[config.mk]
export PLATFORM = sky130hd
export DESIGN_NAME = mse_regfile
export DESIGN_NICKNAME = d
export VERILOG_FILES = /design/src/design/mse_pkg.sv /design/src/design/mse_regfile.sv
export SDC_FILE = /design/constraint.sdc
export NUM_CORES = 1
export LEC_CHECK = 0
export BUFFER_PORTS_ARGS = -buffer_cell sky130_fd_sc_hd__buf_2
export CAP_MARGIN = 20
export CORE_UTILIZATION = 57
export CTS_CLUSTER_DIAMETER = 150
export DETAILED_ROUTE_END_ITERATION = 8
export PLACE_DENSITY = 0.72
export RECOVER_POWER = 25
export SETUP_SLACK_MARGIN = 0.3
export SYNTH_ARGS = -nofsm -noshare
export SYNTH_HDL_FRONTEND = slang
export SYNTH_SLANG_ARGS = --single-unit
[constraint.sdc]
create_clock -name clk -period 1.3 [get_ports clk]
set_input_delay 0 -clock clk [delete_from_list [all_inputs] [get_ports clk]]
set_output_delay 0 -clock clk [all_outputs]
set_load 0.05 [all_outputs]
[src/design/mse_pkg.sv]
// ----------------------------------------------------------------------------
// mse_pkg
// Shared types, opcodes and constants of the MIPS subset execute core.
// ----------------------------------------------------------------------------
package mse_pkg;

	localparam int unsigned XLEN           = 32;
	localparam int unsigned RIDX_W         = 5;
	localparam int unsigned NREGS          = 32;
	localparam int unsigned LEN_W          = 21;
	localparam int unsigned CFG_IDX_W      = 1;
	localparam int unsigned DATA_WORDS_DEF = 1024;

	localparam logic [XLEN-1:0]  TEXT_BASE_RST = 32'h0040_0000;
	localparam logic [LEN_W-1:0] TEXT_LEN_RST  = 21'd1024;

	localparam logic [CFG_IDX_W-1:0] CFG_TEXT_BASE   = 1'd0;
	localparam logic [CFG_IDX_W-1:0] CFG_TEXT_LENGTH = 1'd1;

	localparam logic [5:0] OP_RTYPE = 6'h00;
	localparam logic [5:0] OP_J     = 6'h02;
	localparam logic [5:0] OP_JAL   = 6'h03;
	localparam logic [5:0] OP_BEQ   = 6'h04;
	localparam logic [5:0] OP_BNE   = 6'h05;
	localparam logic [5:0] OP_ADDIU = 6'h09;
	localparam logic [5:0] OP_SLTIU = 6'h0b;
	localparam logic [5:0] OP_ANDI  = 6'h0c;
	localparam logic [5:0] OP_ORI   = 6'h0d;
	localparam logic [5:0] OP_LUI   = 6'h0f;
	localparam logic [5:0] OP_LW    = 6'h23;
	localparam logic [5:0] OP_SW    = 6'h2b;

	localparam logic [5:0] FN_SLL  = 6'h00;
	localparam logic [5:0] FN_SRL  = 6'h02;
	localparam logic [5:0] FN_JR   = 6'h08;
	localparam logic [5:0] FN_ADD  = 6'h20;
	localparam logic [5:0] FN_ADDU = 6'h21;
	localparam logic [5:0] FN_SUBU = 6'h23;
	localparam logic [5:0] FN_AND  = 6'h24;
	localparam logic [5:0] FN_OR   = 6'h25;
	localparam logic [5:0] FN_NOR  = 6'h27;
	localparam logic [5:0] FN_SLTU = 6'h2b;

	localparam logic [RIDX_W-1:0] LINK_REG = 5'd31;

	typedef struct packed {
		logic [5:0]  opcode;
		logic [5:0]  func_field;
		logic [4:0]  src_reg;
		logic [4:0]  tgt_reg;
		logic [4:0]  dst_reg;
		logic [4:0]  shift_amount;
		logic [15:0] immediate;
		logic [25:0] jump_target;
	} inst_t;

	typedef struct packed {
		logic [31:0] next_pc;
		logic        reg_write;
		logic [4:0]  written_index;
		logic [31:0] written_value;
		logic        store_done;
		logic [31:0] store_address;
		logic [31:0] store_data;
		logic        halted;
		logic        bad_opcode;
	} res_t;

	typedef struct packed {
		res_t        res;
		logic        is_load;
		logic        is_store;
		logic [31:0] mem_addr;
	} exec_t;

	typedef enum logic [4:0] {
		MP_IDLE = 5'b00001,
		MP_MUL  = 5'b00010,
		MP_QD   = 5'b00100,
		MP_ACC  = 5'b01000,
		MP_LOAD = 5'b10000
	} mphase_t;

endpackage

[src/design/mse_regfile.sv]
// ----------------------------------------------------------------------------
// mse_regfile
// 32 x 32 register file: one write port, two registered read ports, valid
// bits for reset-to-zero and a bypass of the write taken at the last edge.
// ----------------------------------------------------------------------------
module mse_regfile (
	input  logic                       clk,
	input  logic                       arst_n,
	input  logic [mse_pkg::RIDX_W-1:0] ra,
	input  logic [mse_pkg::RIDX_W-1:0] rb,
	input  logic                       we,
	input  logic [mse_pkg::RIDX_W-1:0] widx,
	input  logic [mse_pkg::XLEN-1:0]   wdata,
	output logic [mse_pkg::XLEN-1:0]   rdata_a,
	output logic [mse_pkg::XLEN-1:0]   rdata_b
);
	import mse_pkg::*;

	logic [XLEN-1:0]   mem [NREGS];
	logic [NREGS-1:0]  vld_q;
	logic [RIDX_W-1:0] ra_q;
	logic [RIDX_W-1:0] rb_q;
	logic [XLEN-1:0]   da_q;
	logic [XLEN-1:0]   db_q;
	logic              va_q;
	logic              vb_q;
	logic              byp_vld_q;
	logic [RIDX_W-1:0] byp_idx_q;
	logic [XLEN-1:0]   byp_data_q;

	always_ff @(posedge clk) begin
		if (we) begin
			mem[widx] <= wdata;
		end
		da_q       <= mem[ra];
		db_q       <= mem[rb];
		ra_q       <= ra;
		rb_q       <= rb;
		byp_idx_q  <= widx;
		byp_data_q <= wdata;
	end

	always_ff @(posedge clk or negedge arst_n) begin
		if (!arst_n) begin
			vld_q     <= '0;
			va_q      <= 1'b0;
			vb_q      <= 1'b0;
			byp_vld_q <= 1'b0;
		end else begin
			if (we) begin
				vld_q[widx] <= 1'b1;
			end
			va_q      <= vld_q[ra];
			vb_q      <= vld_q[rb];
			byp_vld_q <= we;
		end
	end

	assign rdata_a = (byp_vld_q && byp_idx_q == ra_q) ? byp_data_q :
		(va_q ? da_q : '0);
	assign rdata_b = (byp_vld_q && byp_idx_q == rb_q) ? byp_data_q :
		(vb_q ? db_q : '0);

endmodule

Yosys cells after proc, flatten, opt, wreduce, memory -nomap -nowiden

Memories as Yosys holds them, arrays and structs flattened. A register that Yosys moved wholly into a read port is not among the register bits.
Index checks and enable logic that the tools add are counted.

Input bits: 50
Flip-flop bits (word level): 82
RAM bits: 1024
Logic and storage cells: 31
Bits in read-only memories: 0
Memories kept: 1
Latch bits: 0

Bitwise logic cells: 1
Reduce and logical (&&, ||, !) cells: 3
Magnitude comparators: 4
Divide/modulo/power cells: 0
Add/sub/neg operators: 0
Equal/unequal tests: 2
Shift operators: 0
Multiply operators: 0
Mux-type cells: 12

Memories:

| memory | depth | bits a word | rd ports | clocked after Yosys merged registers in | write ports | RTL line          | RTL |
|---|---|---|---|---|---|---|---|
| mem    | 32    | 32          | 2        | 2                                       | 1           | mse_regfile.sv:19 | `logic [XLEN-1:0] mem [NREGS];` |

Operators by type and width:

| operator           | count |
|---|---|
| $mux 32            | 4 |
| $or 32x32->32      | 1 |
| $lt 5x6->1 const B | 3 |
| $bmux 1 s5         | 2 |
| $eq 5x5->1         | 2 |
| $demux 1 s5        | 1 |
| $ge 5x1->1 const B | 1 |
| $mux 1             | 5 |
| $logic_and 1x1->1  | 3 |

Logic depth before layout (Yosys ltp)

Depth after elaboration: 5
Mapped depth: 8
Mapped depth without buffers: 5

Worst setup path before layout

No wires, ideal clock.

Path type: input to register
Start point: in widx[0] (netlist name)
End point: mem mem[12][0] (enable)
Setup time: 0.422 ns
Arrival: 2.031 ns
Slack: -1.153 ns
Data required time: 0.878 ns
Stages: 3
Path through: or3b_2 > clkbuf_1 > nor2_1

RTL lines:

| what        | RTL line          | RTL |
|---|---|---|
| from (decl) | mse_regfile.sv:12 | `input logic [mse_pkg::RIDX_W-1:0] widx,` |
| to (decl)   | mse_regfile.sv:19 |  |

Straight into the memory's write port.

Worst setup path after layout

Start point: reg ra_q[1]
End point: out rdata_a[22] (netlist name)

Word-level cells in the longest chain between the ends: 3

RTL lines:

| what                   | RTL line          | RTL |
|---|---|---|
| from (decl)            | mse_regfile.sv:21 | `logic [RIDX_W-1:0] ra_q;` |
| from (signal assigned) | mse_regfile.sv:37 | `ra_q <= ra;` |
| $eq 5x5->1             | mse_regfile.sv:59 | `assign rdata_a = (byp_vld_q && byp_idx_q == ra_q) ? byp_data_q :` |
| $logic_and 1x1->1      | mse_regfile.sv:59 |  |
| $mux 32                | mse_regfile.sv:59 |  |
| to (decl)              | mse_regfile.sv:14 | `output logic [mse_pkg::XLEN-1:0] rdata_a,` |

No other way between the ends.

==> impl_metrics.tcl <==
set metrics [dict create \
    cts_tree "done" \
    boundaryPins 114 \
    critPathBufInv 4 \
    cts_made_buffers 118 \
    avgViaCountPerCell 6.53 \
    core_area_mm2 0.0922 \
    synth_edf_count 1024 \
    finClkSkew_ns 0.0164 \
    power.internal_mw 68.4 \
    holdWs_ns -0.0607 \
    hp-class "in -> async" \
    io_buffer_count 113 \
    final_common_cell "mux2i_1" \
    violations "negative hold slack, negative setup slack" \
    peakVddDrop_mv 1.89 \
    cts-root-buf "clkbuf_16" \
    worst_slew_margin_rel 0.0436 \
    ant_nets 0 \
    setup_slack_ns -1.28 \
    track_usage 0.348 \
    rsz0062_at_grt "true" \
    clkPwrFrac 0.404 \
    grt_max_degree 34 \
    finalInstanceArea_mm2 0.0672 \
    setup_viol 108 \
    fill_cells 5951 \
    nets 4369 \
    drtIter0Drc 3935 \
    dp_cells 5340 \
    dpl.hpwl_um 105000 \
    dieArea_mm2 0.0949 \
    crit_arrival_ns 2.58 \
    wl_per_cell_um 29.4 \
    power.density_mw_per_mm2 1340 \
    synth.net_count 3852 \
    finalSetupTns_ns -85.84 \
    clk_latency_ns 0.71 \
    vias 37000 \
    cts_sinks 1170 \
    drt-total-wl_um 166000 \
    drv_cap 0 \
    clock_path_buffers 3 \
    synth_ff_type "edfxtp_1" \
    worstPathRequired_ns 1.30 \
    layout-drive-gt1-share 0.239 \
    place_area_mm2 0.0613 \
    crit_path_frequent_cell "buf_12" \
    path_clk_slew_ns 0.06 \
    grt_pass1_wl_um 240000 \
    dp_slack_ns -0.554 \
    yosysWarnings 0 \
    syn_area_mm2 0.0534 \
    num_rows 111 \
    period_share 1.99 \
    rrSetupSlack_ns -0.09 \
    power_leakage_nw 26.0 \
    yosysSeqAreaShare 0.634 \
    path_max_fanout 8 \
    place.gp.congestion 0.860 \
    finalHoldViolations 23 \
    dr.pass1.iters 6 \
    htreeDepth 3 \
    layout.cells.non_filler 5664 \
    dieWidth_um 308 \
    crit_path_top_delay_cell "dfxtp_1" \
    status "finished with violations" \
    critPathLaunchType "flip-flop" \
    switching_power_mw 21.4 \
    dieHeight_um 308 \
    async_flop_share 0.0299 \
    cp_top_family "simple AND/OR/NAND/NOR gates" \
    comb_power_share 0.123 \
    final_cell_mix "1049 x mux2i_1, 1024 x edfxtp_1, 327 x a22oi_1" \
    swShare 0.238 \
    ys_types 35 \
    worstPathCellList "xor2_1, nor4_2, and3_4, buf_12, buf_16, buf_12, nand2_4, o21ai_4, buf_6" \
    path_class "reg -> out" \
    grt-ovfl-total 0 \
    grt_pass1_vias 37200 \
    power_frac_seq 0.472 \
    post_synth_inst_count 3802 \
    area_growth_pct 25.9 \
    initial_core_util 0.579 \
    syn_avg_cell_area_um2 14.0 \
    cpPeakStageDelay_ns 0.31 \
    post-route-min-period_ns 2.58 \
    worst_slew_pin_slew_ns 1.43 \
    antenna_found_initial 1 \
    diodes 0 \
    final-max-slew-violation-count 0 \
    fmax_mhz 387 \
    synth_seq_cells 1170 \
    drc 0 \
    cp-end-kind "output pin" \
]
## registers in the layout, indices dropped and copies added, names as in the netlist, 5 cells and up
name        cells
mem          1024
byp_data_q     32
da_q           32
db_q           32
vld_q          32
byp_idx_q       5
ra_q            5
rb_q            5
## area by class of cell
cell class | instances | area, um2 | share of cell area
repair buffers | 684 | 7910 | 0.118
clock inverters | 58 | 797 | 0.0119
clock buffers | 164 | 3370 | 0.0501
well taps | 1243 | 1560 | 0.0231
multi-input cells | 2345 | 19800 | 0.294
flip-flops and latches | 1170 | 33900 | 0.503
## per-layer routing
| metal | GRT usage | share of wire | up-vias |
|---|---|---|---|
| met5 | 0 | 0 | - |
| met1 | 0.440 | 0.38 | 18500 |
| met2 | 0.584 | 0.49 | 2085 |
| met4 | 0.180 | 0.058 | 0 |
| met3 | 0.0489 | 0.080 | 522 |
| li1 | - | - | 15900 |
## repair_timing
| item | CTS | global route |
|---|---|---|
| hold endpoints to repair | 1117 | 24 |
| cloned | 3 | 2 |
| buffers inserted | 20 | 26 |
| pin swaps | 83 | 101 |
| endpoints found under the setup margin | 129 | 130 |
| gates resized for setup | 186 | 56 |
| hold buffers | 50 | 1 |
## stage by stage
step / power (mW) / hold WS (ns) / util
floorplan: 49.0 / -0.296 / -
global placement: 53.0 / 0.0682 / 0.664
detailed placement: 53.2 / 0.0634 / 0.664
CTS: 89.6 / -0.0865 / 0.725
global route: 91.9 / -0.0240 / 0.729
finish: 89.8 / -0.0607 / 0.729
## cells by family after synthesis
group | share of synthesized area
xor+xnor | 0.00164
mux | 0.198
simple gates | 0.0567
buf+inv | 0.0306
compound gates | 0.0794
flops | 0.634
## power by group through the flow
stage               combinational (mW)  sequential (mW)  clock, mW
finish                            11.1             42.4       36.3
global route                      11.5             42.5       37.9
CTS                               10.8             42.4       36.5
detailed placement                10.1             43.1          0
global placement                  9.95             43.1          0
floorplan                         6.04             43.0          0
## worst reg2reg max path, delay by kind of cell (launching register included)
family	cells	cell delay (ns)
AOI/OAI and AO/OA	2	0.45
DFF	1	0.41
muxes	1	0.20
and+or+nand+nor	2	0.19
## final timing paths
path                                        from  cells after the start                    end
setup / recovery                 ra_q[1]$_DFF_P_                      9            rdata_a[22]
hold / removal                            arst_n                      2    byp_vld_q$_DFF_PN0_
setup reg to reg            mem[5][19]$_DFFE_PP_                      5       da_q[19]$_DFF_P_
hold reg to reg            vld_q[31]$_DFFE_PN0P_                      1  vld_q[31]$_DFFE_PN0P_
max in group asynchronous                 arst_n                      3  vld_q[25]$_DFFE_PN0P_
min in group clk                           ra[2]                      6        da_q[4]$_DFF_P_
## synthesized netlist by cell type (23+ instances only)
| master | instances | area, um2 |
|---|---|---|
| mux2i_1 | 1056 | 10600 |
| edfxtp_1 | 1024 | 30700 |
| a22oi_1 | 330 | 2480 |
| nand2_1 | 262 | 983 |
| nand3_1 | 233 | 1170 |
| a21oi_1 | 132 | 661 |
| dfxtp_1 | 111 | 2220 |
| buf_2 | 89 | 445 |
| clkbuf_1 | 89 | 334 |
| a22o_1 | 66 | 578 |
| o21ai_0 | 60 | 300 |
| buf_4 | 57 | 428 |
| dfrtp_1 | 35 | 876 |
| nor2_1 | 35 | 131 |
| a31oi_1 | 33 | 206 |
| nand4_1 | 33 | 206 |
| nor3_1 | 33 | 165 |
| or2_2 | 33 | 206 |
| buf_6 | 23 | 259 |
(Power assumes the default switching activity.)
