===== config.mk =====
export PLATFORM = sky130hd
export DESIGN_NAME = mse_exec
export DESIGN_NICKNAME = d
export VERILOG_FILES = /design/src/design/mse_pkg.sv /design/src/design/mse_exec.sv
export SDC_FILE = /design/constraint.sdc
export NUM_CORES = 1
export LEC_CHECK = 0
export BUFFER_PORTS_ARGS = -buffer_cell sky130_fd_sc_hd__buf_2
export CAP_MARGIN = 20
export CORE_UTILIZATION = 30
export DETAILED_ROUTE_END_ITERATION = 8
export GPL_TIMING_DRIVEN = 0
export PLACE_DENSITY_LB_ADDON = 0.12
export SYNTH_ARGS = -nofsm -noshare
export SYNTH_HDL_FRONTEND = slang
export SYNTH_SLANG_ARGS = --single-unit

===== constraint.sdc =====
create_clock -name vclk -period 5.8
set_clock_uncertainty 0.2 [all_clocks]
set_input_delay 1.16 -clock vclk [all_inputs]
set_output_delay 1.16 -clock vclk [all_outputs]
set_load 0.005 [all_outputs]

===== src/design/mse_pkg.sv =====
// ----------------------------------------------------------------------------
// mse_pkg
// Shared types, opcodes and constants of the MIPS subset execute core.
// ----------------------------------------------------------------------------
package mse_pkg;

	localparam int unsigned XLEN           = 32;
	localparam int unsigned RIDX_W         = 5;
	localparam int unsigned NREGS          = 32;
	localparam int unsigned LEN_W          = 21;
	localparam int unsigned CFG_IDX_W      = 1;
	localparam int unsigned DATA_WORDS_DEF = 1024;

	localparam logic [XLEN-1:0]  TEXT_BASE_RST = 32'h0040_0000;
	localparam logic [LEN_W-1:0] TEXT_LEN_RST  = 21'd1024;

	localparam logic [CFG_IDX_W-1:0] CFG_TEXT_BASE   = 1'd0;
	localparam logic [CFG_IDX_W-1:0] CFG_TEXT_LENGTH = 1'd1;

	localparam logic [5:0] OP_RTYPE = 6'h00;
	localparam logic [5:0] OP_J     = 6'h02;
	localparam logic [5:0] OP_JAL   = 6'h03;
	localparam logic [5:0] OP_BEQ   = 6'h04;
	localparam logic [5:0] OP_BNE   = 6'h05;
	localparam logic [5:0] OP_ADDIU = 6'h09;
	localparam logic [5:0] OP_SLTIU = 6'h0b;
	localparam logic [5:0] OP_ANDI  = 6'h0c;
	localparam logic [5:0] OP_ORI   = 6'h0d;
	localparam logic [5:0] OP_LUI   = 6'h0f;
	localparam logic [5:0] OP_LW    = 6'h23;
	localparam logic [5:0] OP_SW    = 6'h2b;

	localparam logic [5:0] FN_SLL  = 6'h00;
	localparam logic [5:0] FN_SRL  = 6'h02;
	localparam logic [5:0] FN_JR   = 6'h08;
	localparam logic [5:0] FN_ADD  = 6'h20;
	localparam logic [5:0] FN_ADDU = 6'h21;
	localparam logic [5:0] FN_SUBU = 6'h23;
	localparam logic [5:0] FN_AND  = 6'h24;
	localparam logic [5:0] FN_OR   = 6'h25;
	localparam logic [5:0] FN_NOR  = 6'h27;
	localparam logic [5:0] FN_SLTU = 6'h2b;

	localparam logic [RIDX_W-1:0] LINK_REG = 5'd31;

	typedef struct packed {
		logic [5:0]  opcode;
		logic [5:0]  func_field;
		logic [4:0]  src_reg;
		logic [4:0]  tgt_reg;
		logic [4:0]  dst_reg;
		logic [4:0]  shift_amount;
		logic [15:0] immediate;
		logic [25:0] jump_target;
	} inst_t;

	typedef struct packed {
		logic [31:0] next_pc;
		logic        reg_write;
		logic [4:0]  written_index;
		logic [31:0] written_value;
		logic        store_done;
		logic [31:0] store_address;
		logic [31:0] store_data;
		logic        halted;
		logic        bad_opcode;
	} res_t;

	typedef struct packed {
		res_t        res;
		logic        is_load;
		logic        is_store;
		logic [31:0] mem_addr;
	} exec_t;

	typedef enum logic [4:0] {
		MP_IDLE = 5'b00001,
		MP_MUL  = 5'b00010,
		MP_QD   = 5'b00100,
		MP_ACC  = 5'b01000,
		MP_LOAD = 5'b10000
	} mphase_t;

endpackage


===== src/design/mse_exec.sv =====
// ----------------------------------------------------------------------------
// mse_exec
// Execute logic: decode, ALU, branch and jump targets, write-back and store
// selection for one instruction.
// ----------------------------------------------------------------------------
module mse_exec (
	input  mse_pkg::inst_t           inst,
	input  logic [mse_pkg::XLEN-1:0] a,
	input  logic [mse_pkg::XLEN-1:0] b,
	input  logic [mse_pkg::XLEN-1:0] pc,
	input  logic [mse_pkg::XLEN-1:0] ld_data,
	output mse_pkg::exec_t           exe
);
	import mse_pkg::*;

	logic [XLEN-1:0]   simm;
	logic [XLEN-1:0]   zimm;
	logic [XLEN-1:0]   pc4;
	logic [XLEN-1:0]   br_tgt;
	logic [XLEN-1:0]   j_tgt;
	logic [XLEN-1:0]   sum;
	logic              wr;
	logic [RIDX_W-1:0] widx;
	logic [XLEN-1:0]   wval;

	assign simm   = {{16{inst.immediate[15]}}, inst.immediate};
	assign zimm   = {16'h0000, inst.immediate};
	assign pc4    = pc + 32'd4;
	assign br_tgt = pc4 + {simm[29:0], 2'b00};
	assign j_tgt  = {pc4[31:28], inst.jump_target, 2'b00};
	assign sum    = a + simm;

	always_comb begin
		exe          = '0;
		exe.mem_addr = sum;
		exe.res.next_pc = pc4;
		wr   = 1'b0;
		widx = '0;
		wval = '0;
		case (inst.opcode)
			OP_ADDIU: begin
				wr = 1'b1; widx = inst.tgt_reg; wval = sum;
			end
			OP_ANDI: begin
				wr = 1'b1; widx = inst.tgt_reg; wval = a & zimm;
			end
			OP_LUI: begin
				wr = 1'b1; widx = inst.tgt_reg; wval = {inst.immediate, 16'h0000};
			end
			OP_ORI: begin
				wr = 1'b1; widx = inst.tgt_reg; wval = a | zimm;
			end
			OP_SLTIU: begin
				wr = 1'b1; widx = inst.tgt_reg; wval = {31'd0, a < simm};
			end
			OP_LW: begin
				wr = 1'b1; widx = inst.tgt_reg; wval = ld_data;
				exe.is_load = 1'b1;
			end
			OP_SW: begin
				exe.is_store          = 1'b1;
				exe.res.store_done    = 1'b1;
				exe.res.store_address = sum;
				exe.res.store_data    = b;
			end
			OP_BEQ: begin
				if (a == b) begin
					exe.res.next_pc = br_tgt;
				end
			end
			OP_BNE: begin
				if (a != b) begin
					exe.res.next_pc = br_tgt;
				end
			end
			OP_J: begin
				exe.res.next_pc = j_tgt;
			end
			OP_JAL: begin
				wr = 1'b1; widx = LINK_REG; wval = pc + 32'd8;
				exe.res.next_pc = j_tgt;
			end
			OP_RTYPE: begin
				case (inst.func_field)
					FN_SLL: begin
						wr = 1'b1; widx = inst.dst_reg; wval = b << inst.shift_amount;
					end
					FN_SRL: begin
						wr = 1'b1; widx = inst.dst_reg; wval = b >> inst.shift_amount;
					end
					FN_JR: begin
						exe.res.next_pc = a;
					end
					FN_ADD, FN_ADDU: begin
						wr = 1'b1; widx = inst.dst_reg; wval = a + b;
					end
					FN_SUBU: begin
						wr = 1'b1; widx = inst.dst_reg; wval = a - b;
					end
					FN_AND: begin
						wr = 1'b1; widx = inst.dst_reg; wval = a & b;
					end
					FN_OR: begin
						wr = 1'b1; widx = inst.dst_reg; wval = a | b;
					end
					FN_NOR: begin
						wr = 1'b1; widx = inst.dst_reg; wval = ~(a | b);
					end
					FN_SLTU: begin
						wr = 1'b1; widx = inst.dst_reg; wval = {31'd0, a < b};
					end
					default: begin
						exe.res.bad_opcode = 1'b1;
					end
				endcase
			end
			default: begin
				exe.res.bad_opcode = 1'b1;
			end
		endcase
		// drop writes to register zero
		if (wr && widx != '0) begin
			exe.res.reg_write     = 1'b1;
			exe.res.written_index = widx;
			exe.res.written_value = wval;
		end
	end

endmodule


# Word-level counts from Yosys, hierarchy flattened
# Index checks and enable logic that the tools add are counted.
# op_classes
n_bitwise,5
order_cmp,2
n_mux,16
addsub,6
n_shift,2
multipliers,0
div_mod_pow,0
reduce_logical,11
eq_ne,22
# ops
cell,n
32-bit one-hot mux with 8 select lines,2
32-bit one-hot mux with 4 select lines,1
32-bit adder,3
32-bit two-way mux,3
65-bit two-way mux,1
32-bit less-than comparator,2
6-bit equality test (second input constant),9
38-bit two-way mux,1
6-bit by 4-bit equality test with 1-bit output (second input constant),6
32-bit by 3-bit adder with 32-bit output (second input constant),1
32-bit by 4-bit adder with 32-bit output (second input constant),1
32-bit by 16-bit bitwise AND with 32-bit output,1
32-bit bitwise AND,1
32-bit equality test,1
32-bit inequality test,1
32-bit inverter,1
32-bit by 16-bit OR with 32-bit output,1
32-bit OR,1
32-bit by 5-bit left shift with 32-bit output,1
32-bit by 5-bit >> shifter with 32-bit output,1
32-bit subtractor,1
6-bit by 2-bit equality test with 1-bit output (second input constant),3
5-bit one-hot mux with 3 select lines,1
6-bit by 3-bit equality test with 1-bit output (second input constant),2
12 further kinds,18
# totals
out_inout_bits,171
input_bits,202
ramBits,0
latchBits,0
rom_bits,0
memories,0
reg_bits,0

# Longest topological paths before layout
# logic_depth
depth_word,7
ltp_mapped,18
ltp_nobuf,16

# Worst setup path before layout
# No wires, ideal clock.
# synth_timing
kind,input-to-output
start,in pc[5] (netlist bit)
end,out exe[170] (netlist bit)
required_time_ns,4.440
cell_stages,18
arrival_time_ns,4.579
setup_slack_ns,-0.139
path_cell_list,clkbuf_1 > and3_1 > and3_1 > and2_1 > nor2b_1 > xor2_1 > ha_1 > clkbuf_1 > a21o_1 > a21o_1 > a21oi_1 > o21bai_1 > a221oi_1 > o31ai_1 > a21o_1 > xnor2_1 > mux2i_1 > o21ai_1
# synth_rtl
element,line,rtl
start: declaration,mse_exec.sv:10,"input logic [mse_pkg::XLEN-1:0] pc,"
end: declaration,mse_exec.sv:12,output mse_pkg::exec_t exe

==> metrics.cfg <==
[layout]
syn_to_final_growth_pct=31.5
nNetsFinal=3311
seq_cells=0
seq_area_um2=0
clkbuf_count=0
drive_above_1_share=0.276

[drt]
via_per_inst=6.29
drtAntennaViolNets=0
drt_iter0_drc=2395
finalWirelength_um=106000
wl_per_cell_um=29.7
dr.pass1.iters=8
drc=0
num_vias=22500

[place]
portBuffers=358
place_ws_ns=-1.40
dp_hpwl_um=88400
gp_congestion=1.10

[critical_path]
worstSetupPathType=input pin to primary output
worst_ep_arrival_time_ns=4.48
crit_top_cell=a21o_1
cp_cell_sequence=buf_4 > and4_4 > and3_4 > and2_4 > nor2b_4 > xor2_2 > ha_4 > a21o_1 > a21o_1 > a21oi_2 > o21bai_2 > a221oi_4 > buf_6 > buf_4 > nor2_1 > a21o_1 > a21oi_2 > xor2_1 > o21ai_1 > buf_2
slowest_delay_ns=0.26
cp-end-kind=primary output
cp-startpoint=pc[9]
cp-start-kind=input pin
slowest_stage=a221oi_4
required_ns=4.44
cp_max_fo=7

[yosys]
synth.net_count=2893
synth_top_area_cell=ha_1
synthDistinctLibCells=88
synthXorXnorAreaFrac=0.0631
syn-cell-area_mm2=0.0160
yosys.area_share.simple=0.226
synth_top_family_by_area=compound AO/OA/AOI/OAI gates
ys_seq_area_frac=0
synth_fa_ha_area_frac=0.174
netlist_instances=2471
synth.area.mux_share=0.0747
synth_top_area_frac=0.169
yosys_warnings=0
synth_area_per_cell_um2=6.45
synth_compound_area_frac=0.377
synthTopCellsByArea=ha_1 17%, a21oi_1 8.2%, nor2_1 6.8%, mux2i_1 4.6%, nand2_1 4.5%

[global_route]
antenna_found_initial=11
grt_pass1_vias=21600
grt_max_degree=33
track_usage=0.374
overflow=0
grt_pass1_wl_um=148000

[die]
start_util=0.304
coreArea_mm2=0.0526
dieArea_mm2=0.0541
die_h_um=233
dieWidth_um=233
rows=84
pin_count=373

[min_path]
min_path_cells=4
hp-class=input pin to primary output
worstHoldStart=inst[4]
whs_endpoint=exe[145]

[pwr]
switchingPower_mw=1.32
power.density_mw_per_mm2=98.0
peakVddDrop_mv=0.0519
pwr-share-seq=0
pwr-share-comb=1.000
p_int_mw=0.741
p_sw_frac=0.640
clkPwrFrac=0
finalPower_mw=2.06
total_leakage_power_nw=9.24

[timing]
hold_viol_final=0
timing.final.ws_setup_ns=-0.0377
max_freq_ghz=0.171
finalCritPeriodShare=1.01
hold_slack_ns=2.41
drv_slew=0
worst_slew_pin_slew_ns=1.06
slew_headroom=0.296
fin_crit_ns=5.84
finalSetupViolCount=6
rsz0062_at_grt=yes

[run_status]
status=complete, but fails checks
violations=setup timing

[cts]
hold_buffers=0

[flow_run]
max-cap-violations=0

-- stage by stage --
stage | setup TNS (ns) | instance area, um2 | utilization | instances
finish | -0.174 | 21000 | 0.399 | 3580
global route | -1.13 | 21000 | 0.399 | 3575
CTS | -0.134 | 20100 | 0.382 | 3553
detailed placement | -58.78 | 18600 | 0.354 | 3518
global placement | -65.00 | 18600 | 0.354 | 3517
floorplan | 0 | 16000 | - | 2471
-- how the worst max path moves through the flow --
stage,end
2_1_floorplan,exe[170]
3_3_place_gp,exe[169]
3_5_place_dp,exe[169]
4_1_cts,exe[120]
5_1_grt,exe[170]
6_report,exe[168]
-- cell usage in the layout, fill, tap and decap left out, types with 27 or more instances in the layout --
cell,Yosys,layout
a21oi_1,260,232
mux2i_1,74,72
a21oi_2,0,27
buf_2,14,334
inv_1,170,148
o211ai_1,30,30
clkbuf_1,134,71
clkbuf_2,0,37
xnor2_1,79,63
a222oi_1,66,66
buf_4,2,97
a21o_1,40,40
xor2_1,36,29
o21ai_1,71,62
o21ai_0,128,124
ha_1,216,177
a221oi_1,34,29
nor3_1,50,40
nor2_1,290,280
nand2_1,193,190
and2_1,33,31
nand3_1,61,53
-- cell families after synthesis --
family,Yosys count
buffers and inverters,351
multiplexers,101
XOR/XNOR,115
AO/OA/AOI/OAI,899
AND/OR/NAND/NOR,784
adder cells (fa/ha/maj),220
other,1
-- cell usage after synthesis, types with 14 or more instances --
master	n
a22oi_1	19
o21bai_1	20
ha_1	216
nor3_1	50
a211oi_1	31
mux2_2	14
o31ai_1	24
xnor2_1	79
and2_1	33
xor2_1	36
buf_1	18
nor2b_1	17
buf_2	14
nand4_1	20
nand2b_1	27
a222oi_1	66
nand3_1	61
nor4_1	25
nor2_1	290
mux2i_1	74
a21o_1	40
o211ai_1	30
nand2_1	193
clkbuf_1	134
a21oi_1	260
a221oi_1	34
inv_1	170
o221ai_1	21
and3_1	24
a31oi_1	27
o21ai_0	128
o21ai_1	71
-- power groups by stage --
stage                       clock (mW)  combinational [mW]  sequential [mW]
after floorplan                      0                1.04                0
after global placement               0                1.74                0
after detailed placement             0                1.74                0
after CTS                            0                1.90                0
after global routing                 0                2.16                0
final                     0.0000000507                2.06                0
-- area by class of cell --
type,instances,area (um2)
Buffer,147,729
Inverter,182,737
Timing Repair Buffer,438,2540
Tap cell,688,861
Fill cell,5816,31600
Multi-Input combinational cell,2120,16100
Antenna cell,5,12.5
-- layer usage --
layer,part of all wire,GRT usage
met1,0.39,0.448
met5,0.00035,0
met3,0.080,0.0509
met4,0.073,0.225
met2,0.46,0.631
-- critical path: cells and delay by family --
kind            cells  cell delay (ns)
fa+ha+maj           1             0.24
compound gates      8             1.26
xor+xnor            2             0.40
buf+inv             4             0.58
simple gates        5             0.84
-- timing repair --
action                                  4_1_cts  5_1_grt
pin swaps                                    63       71
endpoints found under the setup margin       90       54
buffers inserted                             51       28
gates resized for setup                     270      180
Power figures use the tool's default switching activity.
